### config.mk
export PLATFORM = sky130hd
export DESIGN_NAME = hex_frame_receiver
export DESIGN_NICKNAME = d
export VERILOG_FILES = /design/src/rtl/hfr_pkg.sv /design/src/rtl/hfr_cfg.sv /design/src/rtl/hfr_core.sv /design/src/rtl/hfr_skid.sv /design/src/rtl/hex_frame_receiver.sv
export VERILOG_INCLUDE_DIRS = /design/src /design/src/rtl
export SDC_FILE = /design/constraint.sdc
export NUM_CORES = 1
export LEC_CHECK = 0
export ABC_AREA = 1
export ABC_CLOCK_PERIOD_IN_PS = 7200
export BUFFER_PORTS_ARGS = -buffer_cell sky130_fd_sc_hd__buf_2
export CAP_MARGIN = 20
export CORE_ASPECT_RATIO = 1.5
export CORE_UTILIZATION = 55
export CTS_CLUSTER_DIAMETER = 120
export DETAILED_ROUTE_END_ITERATION = 10
export PLACE_DENSITY = 0.78
export SYNTH_ARGS = -nofsm -noshare
export SYNTH_HDL_FRONTEND = slang
export SYNTH_SLANG_ARGS = --single-unit
### constraint.sdc
create_clock -name clk -period 7.2 [get_ports clk]
set_clock_uncertainty 0.05 [all_clocks]
set_input_delay 0.72 -clock clk [delete_from_list [all_inputs] [get_ports clk]]
set_output_delay 0.72 -clock clk [all_outputs]
set_load 0.05 [all_outputs]
### src/rtl/hex_frame_receiver_macros.svh
// Assertion macros for the hex frame receiver.
// Each use relies on clk and arst_n being visible in the enclosing module.
`ifndef HEX_FRAME_RECEIVER_MACROS_SVH
`define HEX_FRAME_RECEIVER_MACROS_SVH

`ifndef NO_ASSERTIONS

`define HFR_ASSERT_ALWAYS(lbl, expr, msg) \
	lbl: assert property (@(posedge clk) disable iff (!arst_n) (expr)) else $error(msg);

`define HFR_ASSERT_SAME(lbl, ante, cons, msg) \
	lbl: assert property (@(posedge clk) disable iff (!arst_n) (ante) |-> (cons)) \
		else $error(msg);

`define HFR_ASSERT_NEXT(lbl, ante, cons, msg) \
	lbl: assert property (@(posedge clk) disable iff (!arst_n) (ante) |=> (cons)) \
		else $error(msg);

`else

`define HFR_ASSERT_ALWAYS(lbl, expr, msg)

`define HFR_ASSERT_SAME(lbl, ante, cons, msg)

`define HFR_ASSERT_NEXT(lbl, ante, cons, msg)

`endif

`endif

### src/rtl/hfr_pkg.sv
package hfr_pkg;

	localparam int BUFFER_BYTES_DEFAULT = 64;

	localparam int CFG_INDEX_W = 2;
	localparam logic [CFG_INDEX_W-1:0] CFG_OWN_ADDRESS = 2'd0;
	localparam logic [CFG_INDEX_W-1:0] CFG_END_MARKER  = 2'd1;

	localparam logic [7:0] OWN_ADDRESS_RESET = 8'd1;
	localparam logic [7:0] END_MARKER_RESET  = 8'd13;

	localparam logic [2:0] MODE_IDLE      = 3'd0;
	localparam logic [2:0] MODE_ADDRESSED = 3'd1;
	localparam logic [2:0] MODE_PAIR      = 3'd2;
	localparam logic [2:0] MODE_LOW       = 3'd3;
	localparam logic [2:0] MODE_ERROR     = 3'd4;
	localparam logic [2:0] MODE_OK        = 3'd5;

	localparam logic [7:0] CHAR_ZERO    = 8'h30;
	localparam logic [7:0] CHAR_NINE    = 8'h39;
	localparam logic [7:0] CHAR_UPPER_A = 8'h41;
	localparam logic [7:0] CHAR_UPPER_F = 8'h46;
	localparam logic [7:0] CHAR_LOWER_A = 8'h61;
	localparam logic [7:0] CHAR_LOWER_F = 8'h66;
	localparam logic [3:0] DIGIT_TEN    = 4'd10;

	typedef struct packed {
		logic [2:0] status;
		logic       store_valid;
		logic [5:0] store_index;
		logic [7:0] store_byte;
		logic [7:0] frame_command;
		logic [5:0] data_count;
	} result_t;

	typedef struct packed {
		logic [7:0] own_address;
		logic [7:0] end_marker;
	} cfg_t;

	// bit 4 set: not a hex digit
	function automatic logic [4:0] hex_digit(input logic [7:0] c);
		logic [7:0] d;
		d = 8'd0;
		if (c inside {[CHAR_ZERO:CHAR_NINE]}) begin
			d = c - CHAR_ZERO;
			return {1'b0, d[3:0]};
		end else if (c inside {[CHAR_UPPER_A:CHAR_UPPER_F]}) begin
			d = c - CHAR_UPPER_A;
			return {1'b0, d[3:0] + DIGIT_TEN};
		end else if (c inside {[CHAR_LOWER_A:CHAR_LOWER_F]}) begin
			d = c - CHAR_LOWER_A;
			return {1'b0, d[3:0] + DIGIT_TEN};
		end
		return 5'b10000;
	endfunction

endpackage

### src/rtl/hfr_cfg.sv
module hfr_cfg (
	input  logic                           clk,
	input  logic                           arst_n,
	input  logic                           cfg_valid,
	output logic                           cfg_ready,
	input  logic [hfr_pkg::CFG_INDEX_W-1:0] cfg_index,
	input  logic [7:0]                     cfg_data,
	output hfr_pkg::cfg_t                  cfg
);
	import hfr_pkg::*;

	cfg_t cfg_q;

	assign cfg_ready = 1'b1;
	assign cfg = cfg_q;

	always_ff @(posedge clk or negedge arst_n) begin
		if (!arst_n) begin
			cfg_q.own_address <= OWN_ADDRESS_RESET;
			cfg_q.end_marker  <= END_MARKER_RESET;
		end else if (cfg_valid && cfg_ready) begin
			case (cfg_index)
				CFG_OWN_ADDRESS: cfg_q.own_address <= cfg_data;
				CFG_END_MARKER:  cfg_q.end_marker  <= cfg_data;
				default: ;
			endcase
		end
	end

endmodule

### src/rtl/hfr_core.sv
module hfr_core #(
	parameter int BUFFER_BYTES = hfr_pkg::BUFFER_BYTES_DEFAULT
) (
	input  logic             clk,
	input  logic             arst_n,
	input  logic             accept,
	input  logic             action,
	input  logic [7:0]       rx_byte,
	input  hfr_pkg::cfg_t    cfg,
	output hfr_pkg::result_t res
);
	import hfr_pkg::*;

	localparam int PCW = $clog2(BUFFER_BYTES);
	localparam logic [PCW:0] LIMIT = (PCW+1)'(BUFFER_BYTES);

	logic [2:0]     mode_q, mode_n;
	logic [7:0]     command_q, command_n;
	logic [PCW-1:0] pair_q, pair_n;
	logic [7:0]     check_q, check_n;
	logic [7:0]     pend_val_q, pend_val_n;
	logic [7:0]     pend_sum_q, pend_sum_n;
	logic [4:0]     digit;
	logic [7:0]     final_sum;
	logic [PCW:0]   pair_inc;
	logic [PCW-1:0] pair_dec;
	logic [PCW-1:0] pair_n_dec;

	assign digit      = hex_digit(rx_byte);
	assign final_sum  = check_q + pend_val_q;
	assign pair_inc   = {1'b0, pair_q} + 1'b1;
	assign pair_dec   = pair_q - 1'b1;
	assign pair_n_dec = pair_n - 1'b1;

	always_comb begin
		mode_n          = mode_q;
		command_n       = command_q;
		pair_n          = pair_q;
		check_n         = check_q;
		pend_val_n      = pend_val_q;
		pend_sum_n      = pend_sum_q;
		res.store_valid = 1'b0;
		res.store_index = 6'd0;
		res.store_byte  = 8'd0;
		if (action) begin
			mode_n = MODE_IDLE;
			pair_n = '0;
		end else begin
			case (mode_q)
				MODE_IDLE: begin
					if (rx_byte == cfg.own_address) mode_n = MODE_ADDRESSED;
				end
				MODE_ADDRESSED: begin
					command_n = rx_byte;
					check_n   = rx_byte;
					mode_n    = MODE_PAIR;
				end
				MODE_PAIR: begin
					if (rx_byte == cfg.end_marker) begin
						if (pair_q == '0) begin
							mode_n = MODE_ERROR;
						end else begin
							check_n = final_sum;
							mode_n  = (final_sum == 8'd0) ? MODE_OK : MODE_ERROR;
						end
					end else if (digit[4]) begin
						mode_n = MODE_ERROR;
					end else if (pair_inc >= LIMIT) begin
						mode_n = MODE_ERROR;
					end else begin
						if (pair_q != '0) begin
							res.store_valid = 1'b1;
							res.store_index = 6'(pair_dec);
							res.store_byte  = pend_val_q;
							check_n         = check_q + pend_sum_q;
						end
						pend_val_n = {digit[3:0], 4'b0000};
						pend_sum_n = rx_byte;
						mode_n     = MODE_LOW;
					end
				end
				MODE_LOW: begin
					if (rx_byte == cfg.end_marker || digit[4]) begin
						mode_n = MODE_ERROR;
					end else begin
						pend_val_n = pend_val_q | {4'b0000, digit[3:0]};
						pend_sum_n = pend_sum_q + rx_byte;
						pair_n     = pair_inc[PCW-1:0];
						mode_n     = MODE_PAIR;
					end
				end
				default: ;
			endcase
		end
		res.status        = mode_n;
		res.frame_command = command_n;
		res.data_count    = (mode_n == MODE_OK && pair_n != '0) ? 6'(pair_n_dec) : 6'd0;
	end

	always_ff @(posedge clk or negedge arst_n) begin
		if (!arst_n) begin
			mode_q     <= MODE_IDLE;
			command_q  <= 8'd0;
			pair_q     <= '0;
			check_q    <= 8'd0;
			pend_val_q <= 8'd0;
			pend_sum_q <= 8'd0;
		end else if (accept) begin
			mode_q     <= mode_n;
			command_q  <= command_n;
			pair_q     <= pair_n;
			check_q    <= check_n;
			pend_val_q <= pend_val_n;
			pend_sum_q <= pend_sum_n;
		end
	end

`include "hex_frame_receiver_macros.svh"

	`HFR_ASSERT_NEXT(a_store_opens_low, accept && res.store_valid, mode_q == MODE_LOW, "store without low digit")
	`HFR_ASSERT_NEXT(a_rearm_clears, accept && action, mode_q == MODE_IDLE && pair_q == '0, "rearm failed")
	`HFR_ASSERT_NEXT(a_final_hold, accept && !action && (mode_q == MODE_ERROR || mode_q == MODE_OK), $stable(mode_q) && $stable(pair_q), "final mode left without rearm")
	`HFR_ASSERT_ALWAYS(a_pair_bound, {1'b0, pair_q} < LIMIT, "pair count beyond buffer")

endmodule

### src/rtl/hfr_skid.sv
module hfr_skid (
	input  logic             clk,
	input  logic             arst_n,
	input  logic             push,
	input  hfr_pkg::result_t push_data,
	output logic             full,
	output logic             result_valid,
	input  logic             result_stall,
	output hfr_pkg::result_t result_data
);
	import hfr_pkg::*;

	logic    out_valid_q;
	logic    skid_valid_q;
	result_t out_q;
	result_t skid_q;
	logic    pop;

	assign pop          = out_valid_q && !result_stall;
	assign full         = skid_valid_q;
	assign result_valid = out_valid_q;
	assign result_data  = out_q;

	always_ff @(posedge clk or negedge arst_n) begin
		if (!arst_n) begin
			out_valid_q  <= 1'b0;
			skid_valid_q <= 1'b0;
		end else if (skid_valid_q) begin
			if (pop) skid_valid_q <= 1'b0;
		end else if (push) begin
			if (out_valid_q && !pop) skid_valid_q <= 1'b1;
			out_valid_q <= 1'b1;
		end else if (pop) begin
			out_valid_q <= 1'b0;
		end
	end

	always_ff @(posedge clk) begin
		if (skid_valid_q) begin
			if (pop) out_q <= skid_q;
		end else if (push) begin
			if (out_valid_q && !pop) skid_q <= push_data;
			else out_q <= push_data;
		end
	end

`include "hex_frame_receiver_macros.svh"

	`HFR_ASSERT_ALWAYS(a_skid_behind_out, !skid_valid_q || out_valid_q, "skid beat without head beat")
	`HFR_ASSERT_NEXT(a_skid_fills, push && out_valid_q && result_stall, skid_valid_q && $stable(out_q), "stalled head lost on push")

endmodule

### src/rtl/hex_frame_receiver.sv
// Hex frame receiver: takes one bus beat per cycle unless item_stall is high (action 0 = byte
// in rx_byte, action 1 = rearm to idle) and returns exactly one result beat for each. A frame
// is own_address, a command byte, ASCII hex pairs (either case) and end_marker; the last pair
// is the checksum, and each earlier pair leaves as a store write once the next pair starts.
// Status reaches 5 when command + data digit codes + checksum byte is 0 mod 256, and 4 on any
// fault, where it stays until rearm. Each beat is decoded in the same cycle it is taken, so one
// beat per cycle is sustained while results are not stalled; the result is registered, and a
// two-entry output buffer keeps input accepted while one result waits under stall. Write the
// registers only while no beat is in flight.
module hex_frame_receiver #(
	parameter int BUFFER_BYTES = hfr_pkg::BUFFER_BYTES_DEFAULT
) (
	input  logic                            clk,
	input  logic                            arst_n,
	input  logic                            cfg_valid,
	output logic                            cfg_ready,
	input  logic [hfr_pkg::CFG_INDEX_W-1:0] cfg_index,
	input  logic [7:0]                      cfg_data,
	input  logic                            item_valid,
	output logic                            item_stall,
	input  logic                            action,
	input  logic [7:0]                      rx_byte,
	output logic                            result_valid,
	input  logic                            result_stall,
	output logic [2:0]                      status,
	output logic                            store_valid,
	output logic [5:0]                      store_index,
	output logic [7:0]                      store_byte,
	output logic [7:0]                      frame_command,
	output logic [5:0]                      data_count
);
	import hfr_pkg::*;

	cfg_t    cfg;
	result_t core_res;
	result_t out_res;
	logic    accept;
	logic    full;

	assign item_stall = full;
	assign accept     = item_valid && !full;

	hfr_cfg u_cfg (
		.clk       (clk),
		.arst_n    (arst_n),
		.cfg_valid (cfg_valid),
		.cfg_ready (cfg_ready),
		.cfg_index (cfg_index),
		.cfg_data  (cfg_data),
		.cfg       (cfg)
	);

	hfr_core #(
		.BUFFER_BYTES (BUFFER_BYTES)
	) u_core (
		.clk     (clk),
		.arst_n  (arst_n),
		.accept  (accept),
		.action  (action),
		.rx_byte (rx_byte),
		.cfg     (cfg),
		.res     (core_res)
	);

	hfr_skid u_skid (
		.clk          (clk),
		.arst_n       (arst_n),
		.push         (accept),
		.push_data    (core_res),
		.full         (full),
		.result_valid (result_valid),
		.result_stall (result_stall),
		.result_data  (out_res)
	);

	assign status        = out_res.status;
	assign store_valid   = out_res.store_valid;
	assign store_index   = out_res.store_index;
	assign store_byte    = out_res.store_byte;
	assign frame_command = out_res.frame_command;
	assign data_count    = out_res.data_count;

endmodule

==> results of run 1 <==
-- cell type report --
class                      count  area (µm²)  area share [%]
inverter                     106         400            4.97
tap                          156         195            2.42
multi-input combinational    576        3160            39.2
clock inverter                15         148            1.83
timing repair buffer          62         323            4.01
sequential                   123        3400            42.3
clock buffer                  17         425            5.28
-- layout by cell type (no fill, tap or decap), drive strengths merged, types with 7 or more instances in the layout --
master	count
nand2	227
inv	113
o21ai	89
nor2	69
edfxtp	64
buf	62
dfrtp	55
nand3	40
a21oi	32
ha	29
clkbuf	17
xor2	14
nand4	13
xnor2	12
mux2	10
a31oi	7
-- worst register-to-register path: stages, from the launching register on --
cell      delay [ps]
dfrtp_1          390
inv_1            130
nor2_1            70
nand2_1          290
inv_1            400
nand3_2          250
inv_1             60
o21ai_1          620
clkinv_1         450
o211ai_1         180
o21ai_1           90
-- logic make-up after synthesis --
group	synth area share (%)
buf+inv	7.84
mux	1.58
other cells	0.0527
compound gates	10.7
flops	47.8
simple gates	22.8
fa+ha+maj	5.94
xor+xnor	3.20
-- flip-flops by register name, indices dropped and copies added, names as in the netlist --
| register | cells |
|---|---|
| u_skid.result_data | 32 |
| u_skid.skid_q | 32 |
| u_cfg.cfg | 16 |
| u_core.check_q | 8 |
| u_core.command_q | 8 |
| u_core.pend_sum_q | 8 |
| u_core.pend_val_q | 8 |
| u_core.pair_q | 6 |
| u_core.mode_q | 3 |
| u_skid.full | 1 |
| u_skid.result_valid | 1 |
-- metal layers --
metal,GRT usage [%],up-vias
li1,-,2842
met3,4.82,44
met5,0,-
met4,13.2,0
met2,42.4,146
met1,28.4,2637
-- per-stage QoR --
step	area (µm²)	util (%)
6_report	8050	64.0
5_1_grt	8050	64.0
4_1_cts	8050	64.0
3_5_place_dp	7480	59.5
3_3_place_gp	7480	59.5
2_1_floorplan	7110	-
-- final timing paths --
| check | startpoint | end | slack (ps) | cells past startpoint |
|---|---|---|---|---|
| setup / recovery | rx_byte[0] | u_core.pend_sum_q[1] | 3930 | 13 |
| min in group clk | u_core.command_q[0] | u_core.command_q[0] | 440 | 2 |
| max in group asynchronous | arst_n | u_core.pair_q[2] | 6140 | 2 |
| hold reg to reg | u_core.command_q[0] | u_core.command_q[0] | 440 | 2 |
| setup reg to reg | u_core.mode_q[0] | u_core.pend_sum_q[1] | 4120 | 10 |
| hold / removal | arst_n | u_skid.full | 420 | 2 |
-- report_power, final --
part	internal [mW]	total, mW	switching (mW)
logic	0.178	0.737	0.560
registers	0.934	0.996	0.0619
clock network	0.460	0.822	0.363
total	1.57	2.56	0.984
==> impl_metrics.py, run 1 <==
metrics = {
    "placement": {
        "dpl_worst_slack_ps": 3600,
        "finalWeightedCongestion": 0.897,
        "dp_cells": 1023,
        "dp_hpwl_um": 11100,
        "portBuffers": 57,
    },
    "grt": {
        "overflow": 0,
        "antenna_found_initial": 0,
        "grt_start_max_net_pins": 60,
        "grt_pass1_wl_um": 25100,
        "grt_pass1_vias": 5327,
        "grt_usage_pct": 24.6,
    },
    "timing": {
        "grt_setup_unrepaired": "false",
        "setup_violations": 0,
        "hold_viol_final": 0,
        "max_slew_margin_pct": 44.2,
        "setup_slack_ps": 3930,
        "final.period_utilization_pct": 45.5,
        "timing.hold.ws_ps": 418,
        "worst_pin_slew_ps": 836,
        "fmax_mhz": 306,
        "finalSetupTns_ps": 0,
        "period_needed_ps": 3270,
        "slew_viol_final": 0,
    },
    "critical_path": {
        "arrival_ps": 3530,
        "cp_slowest_cell": "o21ai_1",
        "cp_max_fo": 15,
        "cp-end-kind": "register",
        "path_buf_inv": 3,
        "critPathRequiredTime_ps": 7460,
        "max_stage_delay_ps": 630,
        "path_delay_family": "compound AO/OA/AOI/OAI gates",
        "crit_type": "input pin to register",
        "setup.worst_path.start_class": "input pin",
        "worstPathCellList": "buf_2, inv_1, ha_1, nand2_1, nand3_1, nand2_2, nand2_2, nand3_1, nor2_2, o21ai_1, clkinv_1, o211ai_1, o21ai_1",
    },
    "synthesis": {
        "synthArstFlopShare_pct": 48.0,
        "synth.most_common_cell": "nand2_1",
        "syn-cell-area_mm2": 0.00711,
        "syn_avg_cell_area_um2": 8.52,
        "syn_inst": 835,
        "synth_fp_nets": 891,
        "synth.top_cell.area_share_pct": 27.0,
        "ys_types": 45,
        "synth-edff-count": 64,
        "synth_common_cells": "nand2_1 (220), inv_1 (98), o21ai_0 (85)",
        "ys_ff_latch": 123,
        "netlist.top_cell.by_area": "edfxtp_1",
        "ys_seq_area_share_pct": 47.8,
        "synth_ff_type": "edfxtp_1",
        "synth_top_cells_by_area": "edfxtp_1 (27%), dfrtp_1 (19%), nand2_1 (12%)",
        "ys_warn_count": 0,
    },
    "detailed_routing": {
        "vias": 5669,
        "wl_met2_um": 7920,
        "wl_met1_um": 6420,
        "maxUsedRoutingLayer": "met4",
        "drc": 0,
        "ant_nets": 0,
        "route.met3.wl_um": 602,
        "dr.first_iter.drc_count": 361,
        "detail_route.wl_per_cell_um": 14.7,
        "avgViaCountPerCell": 5.37,
        "wirelength_um": 15500,
        "first_pass_iters": 4,
    },
    "pwr": {
        "peakVddDrop_mv": 0.193,
        "p_leak_nw": 3.91,
        "p_per_area_mw_per_mm2": 317,
        "power_mw": 2.56,
    },
    "cells_and_area": {
        "drive_gt1_share_pct": 17.0,
        "final_nets": 942,
        "n_antenna_cell": 0,
        "fin_cells": 1055,
        "fill_cells": 1060,
        "areaGrowthSynthToFinish_pct": 13.2,
    },
    "die": {
        "dieArea_mm2": 0.0134,
        "ios": 59,
        "fp.coreArea_mm2": 0.0126,
        "start_util_pct": 56.6,
        "chipHeight_um": 141,
        "rows": 50,
        "die_w_um": 94.9,
    },
    "clock_network": {
        "path_clk_slew_ps": 60,
        "clkSinkCount": 123,
        "cts_setup_buffers": 0,
        "clk_latency_ps": 420,
        "cts.repair.resized": 0,
        "cts_tree": "yes",
        "postCtsHoldBufs": 0,
        "htree_levels": 4,
        "root_buffer": "clkbuf_16",
        "clock_path_buffers": 2,
        "numCtsBuffers": 17,
    },
    "run": {
        "drv_cap": 0,
    },
    "min_path": {
        "hp-class": "input pin to asynchronous set/reset pin",
    },
    "outcome": {
        "status": "complete, no violations",
    },
}
No activity file was read; power rests on OpenSTA's default activity.
==> run 2: changes to the inputs <==
--- a/config.mk
+++ b/config.mk
@@ -7,14 +7,14 @@
 export NUM_CORES = 1
 export LEC_CHECK = 0
 export ABC_AREA = 1
-export ABC_CLOCK_PERIOD_IN_PS = 7200
+export ABC_CLOCK_PERIOD_IN_PS = 3000
 export BUFFER_PORTS_ARGS = -buffer_cell sky130_fd_sc_hd__buf_2
 export CAP_MARGIN = 20
 export CORE_ASPECT_RATIO = 1.5
 export CORE_UTILIZATION = 55
 export CTS_CLUSTER_DIAMETER = 120
 export DETAILED_ROUTE_END_ITERATION = 10
-export PLACE_DENSITY = 0.78
+export PLACE_DENSITY = 0.81
 export SYNTH_ARGS = -nofsm -noshare
 export SYNTH_HDL_FRONTEND = slang
 export SYNTH_SLANG_ARGS = --single-unit
==> constraint.sdc (replaced) <==
create_clock -name clk -period 3 [get_ports clk]
set_clock_uncertainty 0.05 [all_clocks]
set_input_delay 0.3 -clock clk [delete_from_list [all_inputs] [get_ports clk]]
set_output_delay 0.3 -clock clk [all_outputs]
set_load 0.05 [all_outputs]
==> impl_metrics.py, run 2 (synthesis gave the netlist of run 1 again) <==
metrics = {
    "outcome": {
        "status": "complete, no violations",
    },
    "detailed_routing": {
        "detail_route.wl_per_cell_um": 15.0,
        "ant_nets": 0,
        "dr.first_iter.drc_count": 282,
        "vias": 5731,
        "first_pass_iters": 5,
        "avgViaCountPerCell": 5.37,
        "drc": 0,
        "wirelength_um": 16100,
    },
    "min_path": {
        "hold_depth": 3,
        "hp-class": "input pin to register",
        "hold_end": "u_cfg.cfg[2]",
        "hp-start": "cfg_data[2]",
    },
    "timing": {
        "timing.hold.ws_ps": 59.3,
        "final.period_utilization_pct": 90.0,
        "setup_slack_ps": 299,
        "slew_viol_final": 0,
        "period_needed_ps": 2700,
        "grt_setup_unrepaired": "false",
        "hold_viol_final": 0,
        "fmax_mhz": 370,
        "worst_pin_slew_ps": 753,
        "setup_violations": 0,
        "finalSetupTns_ps": 0,
        "max_slew_margin_pct": 49.8,
    },
    "pwr": {
        "p_per_area_mw_per_mm2": 755,
        "p_leak_nw": 3.97,
        "peakVddDrop_mv": 0.383,
    },
    "placement": {
        "dp_hpwl_um": 11600,
        "portBuffers": 57,
        "dpl_worst_slack_ps": 319,
        "finalWeightedCongestion": 0.953,
        "dpl_cell_area_mm2": 0.00756,
    },
    "clock_network": {
        "htree_levels": 4,
        "clk_latency_ps": 420,
        "root_buffer": "clkbuf_16",
        "path_clk_slew_ps": 60,
        "clkSinkCount": 123,
        "cts_tree": "yes",
        "clock_path_buffers": 2,
        "numCtsBuffers": 17,
    },
    "critical_path": {
        "cp_slowest_cell": "fa_1",
        "crit_type": "register to register",
        "path_buf_inv": 1,
        "arrival_ps": 2930,
        "cp_max_fo": 9,
        "setup.worst_path.start_class": "register",
        "cp-end-kind": "register",
        "rr_endpoint": "u_skid.skid_q[4]",
        "reg2reg_from": "u_core.pend_val_q[0]",
        "max_stage_delay_ps": 460,
        "path_delay_family": "simple AND/OR/NAND/NOR gates",
        "worstPathCellList": "ha_1, fa_1, or2_2, nor3_1, nand3_1, nor2_1, nand4_1, nand2_1, nand3_2, nor2_8, inv_4, a21oi_2",
        "reg2reg_slack_ps": 300,
        "ff2ff_path_depth": 12,
        "critPathRequiredTime_ps": 3230,
    },
    "cells_and_area": {
        "final_util_pct": 64.7,
        "final_nets": 954,
        "fill_cells": 1017,
        "design_area_mm2": 0.00814,
        "multi_input_area_mm2": 0.00316,
        "layout_common_cells": "nand2_1 (220), inv_1 (98), o21ai_0 (85)",
        "areaGrowthSynthToFinish_pct": 14.4,
        "n_antenna_cell": 0,
        "drive_gt1_share_pct": 18.0,
        "ff_latch_area_mm2": 0.00340,
        "layout_commonest_cell": "nand2_1",
    },
    "grt": {
        "grt_start_max_net_pins": 47,
        "grt_pass1_wl_um": 26700,
        "grt_usage_pct": 26.1,
        "grt_pass1_vias": 5632,
        "antenna_found_initial": 0,
        "overflow": 0,
    },
    "die": {
        "fp.coreArea_mm2": 0.0126,
        "ios": 59,
        "chipHeight_um": 141,
        "dieArea_mm2": 0.0134,
        "die_w_um": 94.9,
        "start_util_pct": 56.6,
        "rows": 50,
    },
    "run": {
        "drv_cap": 0,
    },
}
run 2: metal layers:
metal | wire length, µm | track usage (%) | part of all wire, %
met2 | 8430 | 45.8 | 52
met3 | 575 | 3.48 | 3.6
met5 | 0 | 0 | 0
met4 | 666 | 14.3 | 4.1
met1 | 6390 | 30.3 | 40
run 2: final cells by class:
cell class	instances	share of cell area, %
Clock inverter	15	1.71
Clock buffer	17	5.23
Inverter	106	4.92
Sequential cell	123	41.8
Multi-Input combinational cell	576	38.8
Timing Repair Buffer	74	5.10
Tap cell	156	2.40
run 2: worst register-to-register path: stages, from the launching register on:
cell     delay, ps
dfrtp_1        410
ha_1           240
fa_1           460
or2_2          300
nor3_1         200
nand3_1        100
nor2_1         100
nand4_1         80
nand2_1        100
nand3_2        130
nor2_8         210
inv_4           70
a21oi_2        100
run 2: worst max-delay path by stage:
stage                               from                    end  slack, ps  cells after the start
floorplan                    u_skid.full       u_skid.skid_q[0]        310                      6
global placement              rx_byte[0]  u_skid.result_data[5]        390                     16
detailed placement  u_core.pend_val_q[0]       u_skid.skid_q[4]        320                     12
CTS                 u_core.pend_val_q[0]       u_skid.skid_q[4]        300                     12
global route        u_core.pend_val_q[0]  u_skid.result_data[1]        140                     12
finish              u_core.pend_val_q[0]       u_skid.skid_q[4]        300                     12
run 2: repair_timing:
item	in CTS	in global routing
setup buffers	0	0
endpoints found under the hold margin	26	0
hold buffers	1	0
resized for setup	0	0
run 2: per-stage QoR:
stage / power, mW / cells
floorplan: 3.78 / 835
global placement: 4.15 / 1034
detailed placement: 4.21 / 1034
CTS: 6.18 / 1067
global route: 6.45 / 1067
finish: 6.14 / 1067
run 2: where the power goes:
group / total, mW / internal, mW / switching [mW] / leakage, nW
logic: 1.78 / 0.433 / 1.35 / 2.29
clock network: 1.97 / 1.15 / 0.820 / 0.280
registers: 2.38 / 2.24 / 0.142 / 1.39
